**src/design/gdd_pkg.sv**
```systemverilog
// ----------------------------------------------------------------------------
// gdd_pkg
// Shared types, constants and calendar tables for the date difference block.
// ----------------------------------------------------------------------------
package gdd_pkg;

  localparam int unsigned YEAR_W   = 12;
  localparam int unsigned MONTH_W  = 4;
  localparam int unsigned DAY_W    = 5;
  localparam int unsigned DIFF_W   = 17;
  localparam int unsigned WDAY_W   = 3;
  localparam int unsigned MLEN_W   = 5;

  // shifted year (year + 400) and its predecessor
  localparam int unsigned SYEAR_W  = 13;
  // day number of the first of a month, shifted origin
  localparam int unsigned DNUM_W   = 21;
  localparam int unsigned SUM_W    = DNUM_W + 1;

  localparam logic [SYEAR_W-1:0] YEAR_SHIFT = 13'd400;

  // x / 25 = (x * 1311) >> 15, exact for x below 4681
  localparam int unsigned         DIV25_W     = 11;
  localparam int unsigned         DIV25_PROD_W = 22;
  localparam logic [DIV25_W-1:0]  DIV25_MUL   = 11'd1311;
  localparam int unsigned         DIV25_SHIFT = 15;

  // x / 7 = (x * 2396746) >> 24, exact for x below 2796202
  localparam int unsigned         MOD7_MUL_W  = 22;
  localparam int unsigned         MOD7_PROD_W = DNUM_W + MOD7_MUL_W;
  localparam logic [MOD7_MUL_W-1:0] MOD7_MUL  = 22'd2396746;
  localparam int unsigned         MOD7_SHIFT  = 24;

  localparam logic [DIFF_W-1:0] DIFF_MAX = 17'd131071;

  localparam logic [MONTH_W-1:0] MONTH_JAN = 4'd1;
  localparam logic [MONTH_W-1:0] MONTH_FEB = 4'd2;
  localparam logic [MONTH_W-1:0] MONTH_DEC = 4'd12;

  typedef enum logic [1:0] {
    STATUS_OK        = 2'd0,
    STATUS_YEAR_REV  = 2'd1,
    STATUS_MONTH_REV = 2'd2,
    STATUS_DAY_REV   = 2'd3
  } status_e;

  typedef struct packed {
    logic s1;
    logic s2;
  } stage_en_t;

  function automatic logic [MONTH_W-1:0] fix_month(input logic [MONTH_W-1:0] m);
    logic [MONTH_W-1:0] r;
    r = m;
    if (m == '0) begin
      r = MONTH_JAN;
    end else if (m > MONTH_DEC) begin
      r = MONTH_DEC;
    end
    return r;
  endfunction

  // days before the first of the month in a common year
  function automatic logic [8:0] month_start(input logic [MONTH_W-1:0] m);
    logic [8:0] r;
    case (m)
      4'd1:    r = 9'd0;
      4'd2:    r = 9'd31;
      4'd3:    r = 9'd59;
      4'd4:    r = 9'd90;
      4'd5:    r = 9'd120;
      4'd6:    r = 9'd151;
      4'd7:    r = 9'd181;
      4'd8:    r = 9'd212;
      4'd9:    r = 9'd243;
      4'd10:   r = 9'd273;
      4'd11:   r = 9'd304;
      default: r = 9'd334;
    endcase
    return r;
  endfunction

  function automatic logic [MLEN_W-1:0] month_len(input logic [MONTH_W-1:0] m);
    logic [MLEN_W-1:0] r;
    case (m)
      4'd2:    r = 5'd28;
      4'd4:    r = 5'd30;
      4'd6:    r = 5'd30;
      4'd9:    r = 5'd30;
      4'd11:   r = 5'd30;
      default: r = 5'd31;
    endcase
    return r;
  endfunction

endpackage

```
**src/design/gregorian_date_difference.sv**
```systemverilog
// an accepted input beat is registered in stages 1, 2, 3 and 4 and leaves as the result beat
// throughput: one beat per cycle unless m_axis_tready_i stalls; the four stage registers
// each hold a valid bit and a stage moves on whenever the stage after it is empty or moving
// reset: asynchronous, active low; clears the valid bits only, pipeline data
// is left as is
// ----------------------------------------------------------------------------
// gregorian_date_difference
// Days between two Gregorian dates with order status, plus month length and
// first weekday of the later date's month.
// ----------------------------------------------------------------------------
module gregorian_date_difference (
  input  logic        clk_i,
  input  logic        rst_ni,
  input  logic        s_axis_tvalid_i,
  output logic        s_axis_tready_o,
  // later_year[11:0], later_month[15:12], later_day[20:16],
  // earlier_year[32:21], earlier_month[36:33], earlier_day[41:37], zero[47:42]
  input  logic [47:0] s_axis_tdata_i,
  output logic        m_axis_tvalid_o,
  input  logic        m_axis_tready_i,
  // day_difference[16:0], status[18:17], first_weekday[21:19],
  // days_in_month[26:22], zero[31:27]
  output logic [31:0] m_axis_tdata_o
);

  logic [gdd_pkg::YEAR_W-1:0]  ly, ey;
  logic [gdd_pkg::MONTH_W-1:0] lm, em;
  logic [gdd_pkg::DAY_W-1:0]   ld, ed;
  gdd_pkg::status_e            st;

  logic v1_q, v2_q, v3_q, v4_q;
  logic en1, en2, en3, en4;
  gdd_pkg::stage_en_t en;

  logic [gdd_pkg::MONTH_W-1:0] lm1_q, lm2_q;
  logic [gdd_pkg::DAY_W-1:0]   ld1_q, ld2_q, ed1_q, ed2_q;
  gdd_pkg::status_e            st1_q, st2_q, st3_q, st4_q;

  logic [gdd_pkg::DNUM_W-1:0]  lnum, enum_n;
  logic                        lleap;

  logic [gdd_pkg::SUM_W-1:0]       a, b, d;
  logic [gdd_pkg::DIFF_W-1:0]      diff3_d, diff3_q, diff4_q;
  logic [gdd_pkg::DNUM_W-1:0]      x3_d, x3_q;
  logic [gdd_pkg::MOD7_PROD_W-1:0] wprod3_d, wprod3_q;
  logic [gdd_pkg::MLEN_W-1:0]      mlen3_d, mlen3_q, mlen4_q;
  logic [gdd_pkg::DNUM_W-1:0]      q7, rem7;
  logic [gdd_pkg::WDAY_W-1:0]      wd4_q;

  // stalls ripple back only as far as the first empty stage
  always_comb begin
    en4 = !v4_q || m_axis_tready_i;
    en3 = !v3_q || en4;
    en2 = !v2_q || en3;
    en1 = !v1_q || en2;
    en.s1 = en1;
    en.s2 = en2;
  end

  assign s_axis_tready_o = en1;
  assign m_axis_tvalid_o = v4_q;

  always_ff @(posedge clk_i or negedge rst_ni) begin
    if (!rst_ni) begin
      v1_q <= 1'b0;
      v2_q <= 1'b0;
      v3_q <= 1'b0;
      v4_q <= 1'b0;
    end else begin
      if (en1) v1_q <= s_axis_tvalid_i;
      if (en2) v2_q <= v1_q;
      if (en3) v3_q <= v2_q;
      if (en4) v4_q <= v3_q;
    end
  end

  // stage 1: unpack, clamp months, order check
  always_comb begin
    ly = s_axis_tdata_i[11:0];
    lm = gdd_pkg::fix_month(s_axis_tdata_i[15:12]);
    ld = s_axis_tdata_i[20:16];
    ey = s_axis_tdata_i[32:21];
    em = gdd_pkg::fix_month(s_axis_tdata_i[36:33]);
    ed = s_axis_tdata_i[41:37];
    if (ly < ey) begin
      st = gdd_pkg::STATUS_YEAR_REV;
    end else if (ly == ey && lm < em) begin
      st = gdd_pkg::STATUS_MONTH_REV;
    end else if (ly == ey && lm == em && ld < ed) begin
      st = gdd_pkg::STATUS_DAY_REV;
    end else begin
      st = gdd_pkg::STATUS_OK;
    end
  end

  gdd_day_number u_later (
    .clk_i    (clk_i),
    .en_i     (en),
    .year_i   (ly),
    .month_i  (lm),
    .number_o (lnum),
    .leap_o   (lleap)
  );

  gdd_day_number u_earlier (
    .clk_i    (clk_i),
    .en_i     (en),
    .year_i   (ey),
    .month_i  (em),
    .number_o (enum_n),
    .leap_o   ()
  );

  always_ff @(posedge clk_i) begin
    if (en1) begin
      lm1_q <= lm;
      ld1_q <= ld;
      ed1_q <= ed;
      st1_q <= st;
    end
    if (en2) begin
      lm2_q <= lm1_q;
      ld2_q <= ld1_q;
      ed2_q <= ed1_q;
      st2_q <= st1_q;
    end
  end

  // stage 3: difference with saturation, month length, weekday product
  always_comb begin
    a       = gdd_pkg::SUM_W'(lnum) + gdd_pkg::SUM_W'(ld2_q);
    b       = gdd_pkg::SUM_W'(enum_n) + gdd_pkg::SUM_W'(ed2_q);
    d       = a - b;
    diff3_d = '0;
    if (st2_q == gdd_pkg::STATUS_OK && a > b) begin
      if (d[gdd_pkg::SUM_W-1:gdd_pkg::DIFF_W] != '0) begin
        diff3_d = gdd_pkg::DIFF_MAX;
      end else begin
        diff3_d = d[gdd_pkg::DIFF_W-1:0];
      end
    end
    mlen3_d = gdd_pkg::month_len(lm2_q);
    if (lm2_q == gdd_pkg::MONTH_FEB && lleap) begin
      mlen3_d = 5'd29;
    end
    // shifted day one is a monday, so sunday-based weekday is (n + 1) mod 7
    x3_d     = lnum + 21'd1;
    wprod3_d = gdd_pkg::MOD7_PROD_W'(x3_d) * gdd_pkg::MOD7_PROD_W'(gdd_pkg::MOD7_MUL);
  end

  always_ff @(posedge clk_i) begin
    if (en3) begin
      diff3_q  <= diff3_d;
      st3_q    <= st2_q;
      mlen3_q  <= mlen3_d;
      x3_q     <= x3_d;
      wprod3_q <= wprod3_d;
    end
  end

  // stage 4: remainder of the divide by 7, output register
  always_comb begin
    q7   = gdd_pkg::DNUM_W'(wprod3_q[gdd_pkg::MOD7_PROD_W-1:gdd_pkg::MOD7_SHIFT]);
    rem7 = x3_q - q7 * 21'd7;
  end

  always_ff @(posedge clk_i) begin
    if (en4) begin
      diff4_q <= diff3_q;
      st4_q   <= st3_q;
      wd4_q   <= rem7[gdd_pkg::WDAY_W-1:0];
      mlen4_q <= mlen3_q;
    end
  end

  assign m_axis_tdata_o = {5'd0, mlen4_q, wd4_q, st4_q, diff4_q};

endmodule

```
**src/design/gdd_day_number.sv**
```systemverilog
// ----------------------------------------------------------------------------
// gdd_day_number
// Two-stage day number of the first of a month, plus the leap-year flag.
// ----------------------------------------------------------------------------
module gdd_day_number (
  input  logic                              clk_i,
  input  gdd_pkg::stage_en_t                en_i,
  input  logic [gdd_pkg::YEAR_W-1:0]        year_i,
  input  logic [gdd_pkg::MONTH_W-1:0]       month_i,   // already clamped to 1..12
  output logic [gdd_pkg::DNUM_W-1:0]        number_o,
  output logic                              leap_o
);

  logic [gdd_pkg::SYEAR_W-1:0]      y;
  logic [gdd_pkg::SYEAR_W-1:0]      p;
  logic [gdd_pkg::DIV25_W-1:0]      q4p;
  logic [gdd_pkg::DIV25_W-1:0]      q4y;

  logic [gdd_pkg::DNUM_W-1:0]       p365_q, p365_d;
  logic [gdd_pkg::DIV25_PROD_W-1:0] prod_p_q, prod_p_d;
  logic [gdd_pkg::DIV25_PROD_W-1:0] prod_y_q, prod_y_d;
  logic [gdd_pkg::DIV25_W-1:0]      q4p_q;
  logic [gdd_pkg::DIV25_W-1:0]      q4y_q;
  logic [1:0]                       ylow_q;
  logic [gdd_pkg::MONTH_W-1:0]      month_q;

  logic [5:0]                       q100p;
  logic [5:0]                       q100y;
  logic [gdd_pkg::DIV25_W-1:0]      back25;
  logic                             leap;
  logic [gdd_pkg::DNUM_W-1:0]       number_d;
  logic [gdd_pkg::DNUM_W-1:0]       number_q;
  logic                             leap_q;

  // stage 1: shifted year, 365 * p and the divide-by-25 products
  always_comb begin
    y        = {1'b0, year_i} + gdd_pkg::YEAR_SHIFT;
    p        = y - 13'd1;
    q4p      = p[gdd_pkg::SYEAR_W-1:2];
    q4y      = y[gdd_pkg::SYEAR_W-1:2];
    p365_d   = gdd_pkg::DNUM_W'(p) * 21'd365;
    prod_p_d = gdd_pkg::DIV25_PROD_W'(q4p) * gdd_pkg::DIV25_PROD_W'(gdd_pkg::DIV25_MUL);
    prod_y_d = gdd_pkg::DIV25_PROD_W'(q4y) * gdd_pkg::DIV25_PROD_W'(gdd_pkg::DIV25_MUL);
  end

  always_ff @(posedge clk_i) begin
    if (en_i.s1) begin
      p365_q   <= p365_d;
      prod_p_q <= prod_p_d;
      prod_y_q <= prod_y_d;
      q4p_q    <= q4p;
      q4y_q    <= q4y;
      ylow_q   <= y[1:0];
      month_q  <= month_i;
    end
  end

  // stage 2: centuries, leap flag and the final sum
  always_comb begin
    q100p  = prod_p_q[gdd_pkg::DIV25_SHIFT +: 6];
    q100y  = prod_y_q[gdd_pkg::DIV25_SHIFT +: 6];
    back25 = gdd_pkg::DIV25_W'(q100y) * 11'd25;
    leap   = (ylow_q == 2'd0) && ((back25 != q4y_q) || (q100y[1:0] == 2'd0));
    number_d = p365_q
             + gdd_pkg::DNUM_W'(q4p_q)
             - gdd_pkg::DNUM_W'(q100p)
             + gdd_pkg::DNUM_W'(q100p[5:2])
             + gdd_pkg::DNUM_W'(gdd_pkg::month_start(month_q))
             + gdd_pkg::DNUM_W'((month_q > gdd_pkg::MONTH_FEB) && leap);
  end

  always_ff @(posedge clk_i) begin
    if (en_i.s2) begin
      number_q <= number_d;
      leap_q   <= leap;
    end
  end

  assign number_o = number_q;
  assign leap_o   = leap_q;

endmodule

```
**config.mk**
```make
export PLATFORM = sky130hd
export DESIGN_NAME = gregorian_date_difference
export DESIGN_NICKNAME = d
export VERILOG_FILES = /design/src/design/gdd_pkg.sv /design/src/design/gregorian_date_difference.sv /design/src/design/gdd_day_number.sv
export SDC_FILE = /design/constraint.sdc
export NUM_CORES = 2
export LEC_CHECK = 0
export ABC_AREA = 1
export BUFFER_PORTS_ARGS = -buffer_cell sky130_fd_sc_hd__buf_2
export CAP_MARGIN = 10
export CELL_PAD_IN_SITES_DETAIL_PLACEMENT = 1
export CELL_PAD_IN_SITES_GLOBAL_PLACEMENT = 1
export CORE_ASPECT_RATIO = 1.1
export CORE_MARGIN = 1
export CORE_UTILIZATION = 27
export DETAILED_ROUTE_END_ITERATION = 10
export PLACE_DENSITY = 0.48
export SLEW_MARGIN = 30
export SYNTH_ARGS = -nofsm -noshare
export SYNTH_HDL_FRONTEND = slang
export SYNTH_SLANG_ARGS = --single-unit
```
**constraint.sdc**
```tcl
create_clock -name clk_i -period 7.2 [get_ports clk_i]
set_clock_uncertainty 0.05 [all_clocks]
set_input_delay 0.36 -clock clk_i [delete_from_list [all_inputs] [get_ports clk_i]]
set_output_delay 0.36 -clock clk_i [all_outputs]
set_load 0.005 [all_outputs]
```
After elaboration in Yosys (flattened, before gate mapping). Memory sizes are Yosys's and may differ from the RTL's. A register that Yosys moved wholly into a read port is not among the register bits. Index checks and enable logic that the tools add are counted.

Add/sub/neg operators: 19. $mul: 10. $lt $le $gt $ge: 8. Eq/ne operators: 9. Mux-type cells: 10. Reduce and logical (&&, ||, !) cells: 28.

Operators with widths (number): multiplier 11 x 11 -> 21 bit, second input constant (4); adder 21 x 5 -> 22 bit (2); adder 21 x 1 -> 21 bit (2); adder 21 x 11 -> 21 bit (2); adder 21 x 4 -> 21 bit (2); adder 21 x 9 -> 21 bit (2); multiplier 13 x 9 -> 21 bit, second input constant (2); multiplier 21 x 21 -> 42 bit, second input constant (1); subtractor 21 x 6 -> 21 bit (2); adder 12 x 9 -> 13 bit, second input constant (2); subtractor 13 x 1 -> 13 bit, second input constant (2); 2-to-1 mux 4 bit (6); > comparator 22 bit (1); multiplier 6 x 5 -> 11 bit, second input constant (2); inequality test 11 bit (2); subtractor 22 bit (1); adder 21 x 1 -> 21 bit, second input constant (1); multiplier 19 x 3 -> 3 bit, second input constant (1); 2-to-1 mux 17 bit (1); equality test 12 bit (1); less-than comparator 12 bit (1); zero test 2 bit (5); logical AND 1 bit (9); equality test 4 x 3 -> 1 bit, second input constant (2); other kinds (15) (28).

Register bits: 353. Bits in read-only memories: 288. Output and inout port bits: 34. Word-level logic and storage cells: 123. Memories: 2.

Memory list: (no name shown) (words 16, bits a word 9, rd ports 1, clocked after memory_dff 1, wr ports 0, line gdd_pkg.sv:66) `case (m)`; (no name shown) (words 16, bits a word 9, rd ports 1, clocked after memory_dff 1, wr ports 0, line gdd_pkg.sv:66).

Depth between registers and ports, before layout.
Depth after elaboration: 8. Mapped depth: 35. Mapped depth without buffers: 35.

Hierarchy. A second synthesis with hierarchy kept.

Cells, all modules: 4059. Area, all modules: 36850.3 um^2.

By module, submodules not included: gdd_day_number (u_later) (instances 1, cells an instance 1434, area each 13351.6 um^2, sequential area each 2672.6 um^2); gdd_day_number (u_earlier) (instances 1, cells an instance 1394, area each 13098.8 um^2, sequential area each 2672.6 um^2); gregorian_date_difference (instances 1, cells an instance 1231, area each 10400.0 um^2, sequential area each 2592.5 um^2).

Worst setup path after synthesis. OpenSTA, ideal clock, no wires.

Path type: input to register. Start: input port s_axis_tdata_i[26]. End: register u_earlier.prod_p_q[19] in the netlist's numbering (data pin). Library setup time: 0.252 ns. Data arrival time: 6.029 ns. Required time: 6.898 ns. Path slack: 0.869 ns. Stages: 33. Path buffers: 0. Path through: nand2_1 > inv_1 > nand2_1 > xor2_1 > inv_1 > ha_1 > inv_1 > o21ai_0 > a31oi_1 > nand2_1 > xnor2_1 > inv_2 > xor2_1 > inv_1 > ha_1 > ha_1 > inv_1 > fa_1 > inv_1 > fa_1 > inv_1 > fa_1 > inv_1 > ha_1 > nand2_1 > nor2_1 > nand3_1 > nand2_1 > nand2_1 > nand2_1 > nand3_1 > nand3_1 > nand2_1.

Longest elaborated chain between the ends: 3.

Ends and longest elaborated chain: start, declared (line gregorian_date_difference.sv:18) `input logic [47:0] s_axis_tdata_i,`; adder 12 x 9 -> 13 bit (line gdd_day_number.sv:37) `y = {1'b0, year_i} + gdd_pkg::YEAR_SHIFT;`; named net u_earlier.y, one bit (line gdd_day_number.sv:14) `logic [gdd_pkg::SYEAR_W-1:0] y;`; subtractor 13 x 1 -> 13 bit (line gdd_day_number.sv:38) `p = y - 13'd1;`; named net u_earlier.p, one bit (line gdd_day_number.sv:15) `logic [gdd_pkg::SYEAR_W-1:0] p;`; multiplier 11 x 11 -> 21 bit (line gdd_day_number.sv:42) `prod_p_d = gdd_pkg::DIV25_PROD_W'(q4p) * gdd_pkg::DIV25_PROD_W'(gdd_pkg::DIV25_MUL);`; named net u_earlier.prod_p_d, one bit (line gdd_day_number.sv:20) `logic [gdd_pkg::DIV25_PROD_W-1:0] prod_p_q, prod_p_d;`; end signal, assigned (line gdd_day_number.sv:49) `prod_p_q <= prod_p_d;`; end, declared (line gdd_day_number.sv:20).

The timed path passes the listed nets, and every way through them passes these cells. A chain may end at the register's enable or synchronous reset.

Worst setup path in the final report.
Start: register u_later.number_q, in the netlist u_later.number_o[1]. End: register wprod3_q[25] in the netlist's numbering (data pin).

Longest elaborated chain between the ends: 2.

Ends and longest elaborated chain: start, declared (line gdd_day_number.sv:32) `logic [gdd_pkg::DNUM_W-1:0] number_q;`; start signal, assigned (line gdd_day_number.sv:74) `number_q <= number_d;`; adder 21 x 1 -> 21 bit (line gregorian_date_difference.sv:147) `x3_d = lnum + 21'd1;`; multiplier 21 x 21 -> 42 bit (line gregorian_date_difference.sv:148) `wprod3_d = gdd_pkg::MOD7_PROD_W'(x3_d) * gdd_pkg::MOD7_PROD_W'(gdd_pkg::MOD7_MUL);`; named net wprod3_d, one bit (line gregorian_date_difference.sv:45) `logic [gdd_pkg::MOD7_PROD_W-1:0] wprod3_d, wprod3_q;`; end signal, assigned (line gregorian_date_difference.sv:157) `wprod3_q <= wprod3_d;`; end, declared (line gregorian_date_difference.sv:45).

The timed path passes the listed nets, and every way through them passes these cells.

==> impl_metrics.tcl <==
set metrics [dict create \
    drcViolationCount 0 \
    grt_pass1_wl_mm 152 \
    cts_tree "built" \
    cts_buffers 37 \
    crit_slowest_cell "fa_1" \
    critPathMaxFanout 5 \
    synth_edf_count 244 \
    rows 140 \
    avgSynthCellArea_sq_um 8.96 \
    grt_usage_pct 14.4 \
    post-route-period-util_pct 90.6 \
    place_hpwl_mm 81.8 \
    setup_tns_ps 0 \
    status "completed" \
    dieArea_sq_um 135000 \
    relSlewSlack_pct 33.4 \
    syn2layout_area_growth_pct 12.2 \
    synthFlopType "edfxtp_1" \
    max_freq_mhz 153 \
    critPathArrivalTime_ps 6770 \
    fin_crit_ps 6520 \
    finalWirelength_mm 93.5 \
    cts-root-buf "clkbuf_16" \
    cts-htree-levels 2 \
    critPathKind "reg2reg" \
    routed_via_density 4.31 \
    grt-ovfl-total 0 \
    via_count 25878 \
    worstPathCellList "ha_1 > nand2_1 > nor2_1 > nand2_1 > nor3_1 > nand3_1 > nor2_1 > xor2_1 > ha_1 > ha_1 > fa_1 > inv_1 > fa_1 > inv_1 > fa_1 > fa_1 > ha_1 > nand2_1 > nor3_1 > nand4_1 > or3_1 > nand4_1 > nand2_1" \
    final_cell_mix "inv_1, ha_1, nand2_1" \
    numClockSinks 266 \
    crit_path_start_kind "flop" \
    port_buffers 71 \
    netlist_area_sq_um 36000 \
    crit_required_ps 7450 \
    worst_pin_slew_ps 991 \
    layout_commonest_cell "inv_1" \
    chipHeight_um 385 \
    drive_gt1_share_pct 5.44 \
    rsz0062_at_grt "false" \
    core_sq_um 132000 \
    antenna_found_initial 9 \
    hold_viol 0 \
    grt_pass1_vias 28643 \
    maxCapViolations 0 \
    wire_per_inst_um 15.6 \
    start_util_pct 27.2 \
    cts_resized 0 \
    fp.dieW_um 350 \
    hp-class "in2async" \
    synth_cells 4023 \
    cts_buffer_depth 3 \
    slowest_delay_ps 510 \
    dr.pass1.iters 4 \
    clkLatencyLatePin_ps 590 \
    clk_pin_slew_worst_paths_ps 60 \
    yosys_warnings 0 \
    globalplace.congestion 0.807 \
    timing.reg2reg.worst_path_depth 23 \
    synth_seq_cells 266 \
    fin_nets 5302 \
    ys_seq_area_share_pct 21.6 \
    async_flop_share_pct 1.50 \
    ys_types 57 \
    io_pins 86 \
    grt_max_degree 62 \
    dr.first_iter.drc_count 589 \
    drv_slew 0 \
    ant_nets 0 \
    endpoint_kind "flop" \
    setup_viol 0 \
]
-- final timing paths --
kind	from	end	slack, ps
hold reg to reg	diff3_q[11]	diff4_q[11]	370
setup reg to reg	u_later.number_o[1]	wprod3_q[25]	680
min in group clk_i	s_axis_tdata_i[13]	u_later.month_q[1]	110
setup / recovery	u_later.number_o[1]	wprod3_q[25]	680
max in group asynchronous	rst_ni	m_axis_tvalid_o	6900
hold / removal	rst_ni	v2_q	70
-- what timing repair did --
| item | CTS | global route |
|---|---|---|
| hold buffers | 19 | 0 |
| setup buffers | 0 | 0 |
| hold endpoints to repair | 22 | 0 |
-- kinds of logic (layout without fill, tap and decap cells) --
logic type	Yosys count	after routing	synth area share [%]
adder cells (fa/ha/maj)	1050	1050	43.0
AND/OR/NAND/NOR	1044	1044	12.1
buffers and inverters	1021	1221	10.7
AO/OA/AOI/OAI	398	398	6.28
flip-flops	266	266	21.6
XOR/XNOR	241	241	6.20
other	2	11	0.0208
multiplexers	1	1	0.0278
-- cell type report --
type | count | area, sq um
timing repair buffer | 151 | 1000
clock buffer | 45 | 977
tap | 1775 | 2220
inverter | 1002 | 3760
fill | 15705 | 92000
sequential | 266 | 7790
multi-input combinational | 2742 | 24400
antenna | 3 | 7.51
clock inverter | 23 | 264
-- critical path, delay by kind of cell, from the launching register on --
| kind | cells | cell delay [ps] |
|---|---|---|
| flops | 1 | 470 |
| xor+xnor | 1 | 430 |
| simple gates | 12 | 2140 |
| buf+inv | 2 | 100 |
| fa+ha+maj | 8 | 3060 |
-- layer usage --
layer | part of all wire [%] | vias to the layer above | GRT usage [%]
met5 | 0.025 | - | 0
met4 | 2.4 | 4 | 3.79
met3 | 2.8 | 100 | 1.40
met2 | 49 | 203 | 25.8
met1 | 45 | 12416 | 18.2
li1 | - | 13155 | -
-- through the flow --
stage               hold WS (ps)  setup slack, ps  cells  cell area, sq um  util, %
floorplan                   14.4              869   4029             36000        -
CTS                         24.3              572   6004             40400     30.5
global route                70.1              201   6006             40400     30.5
detailed placement           131              529   5917             39000     29.4
finish                      69.4              680   6007             40400     30.5
global placement             131              571   5917             39000     29.4
-- synth_stat cells, drive strengths merged, types with 18 or more instances --
library cell / instances / area, sq um
nand4: 43 / 269
nor2: 215 / 820
ha: 737 / 9220
nand2: 593 / 2240
fa: 313 / 6270
xor2: 163 / 1550
xnor2: 78 / 683
nor3: 36 / 185
dfxtp: 18 / 360
edfxtp: 244 / 7330
nand3: 128 / 668
o21bai: 20 / 150
a21oi: 198 / 991
inv: 1002 / 3760
o21ai: 105 / 548
-- state kept, by name (all words and copies together) (netlist names), 5 cells and up, named ones only --
register and count:
u_later.q4y_q 11, ld1_q 5, u_earlier.number_o 21, u_earlier.p365_q 21
u_earlier.q4p_q 11, u_later.prod_y_q 6, ed1_q 5, u_later.prod_p_q 6
u_earlier.q4y_q 11, u_later.p365_q 21, diff3_q 17, ld2_q 5
diff4_q 17, u_later.q4p_q 11, u_later.number_o 21, u_earlier.prod_y_q 6
ed2_q 5, u_earlier.prod_p_q 6
Power is not shown: default switching activity piles up to over one toggle a cycle in this logic, so the estimate is an artifact.
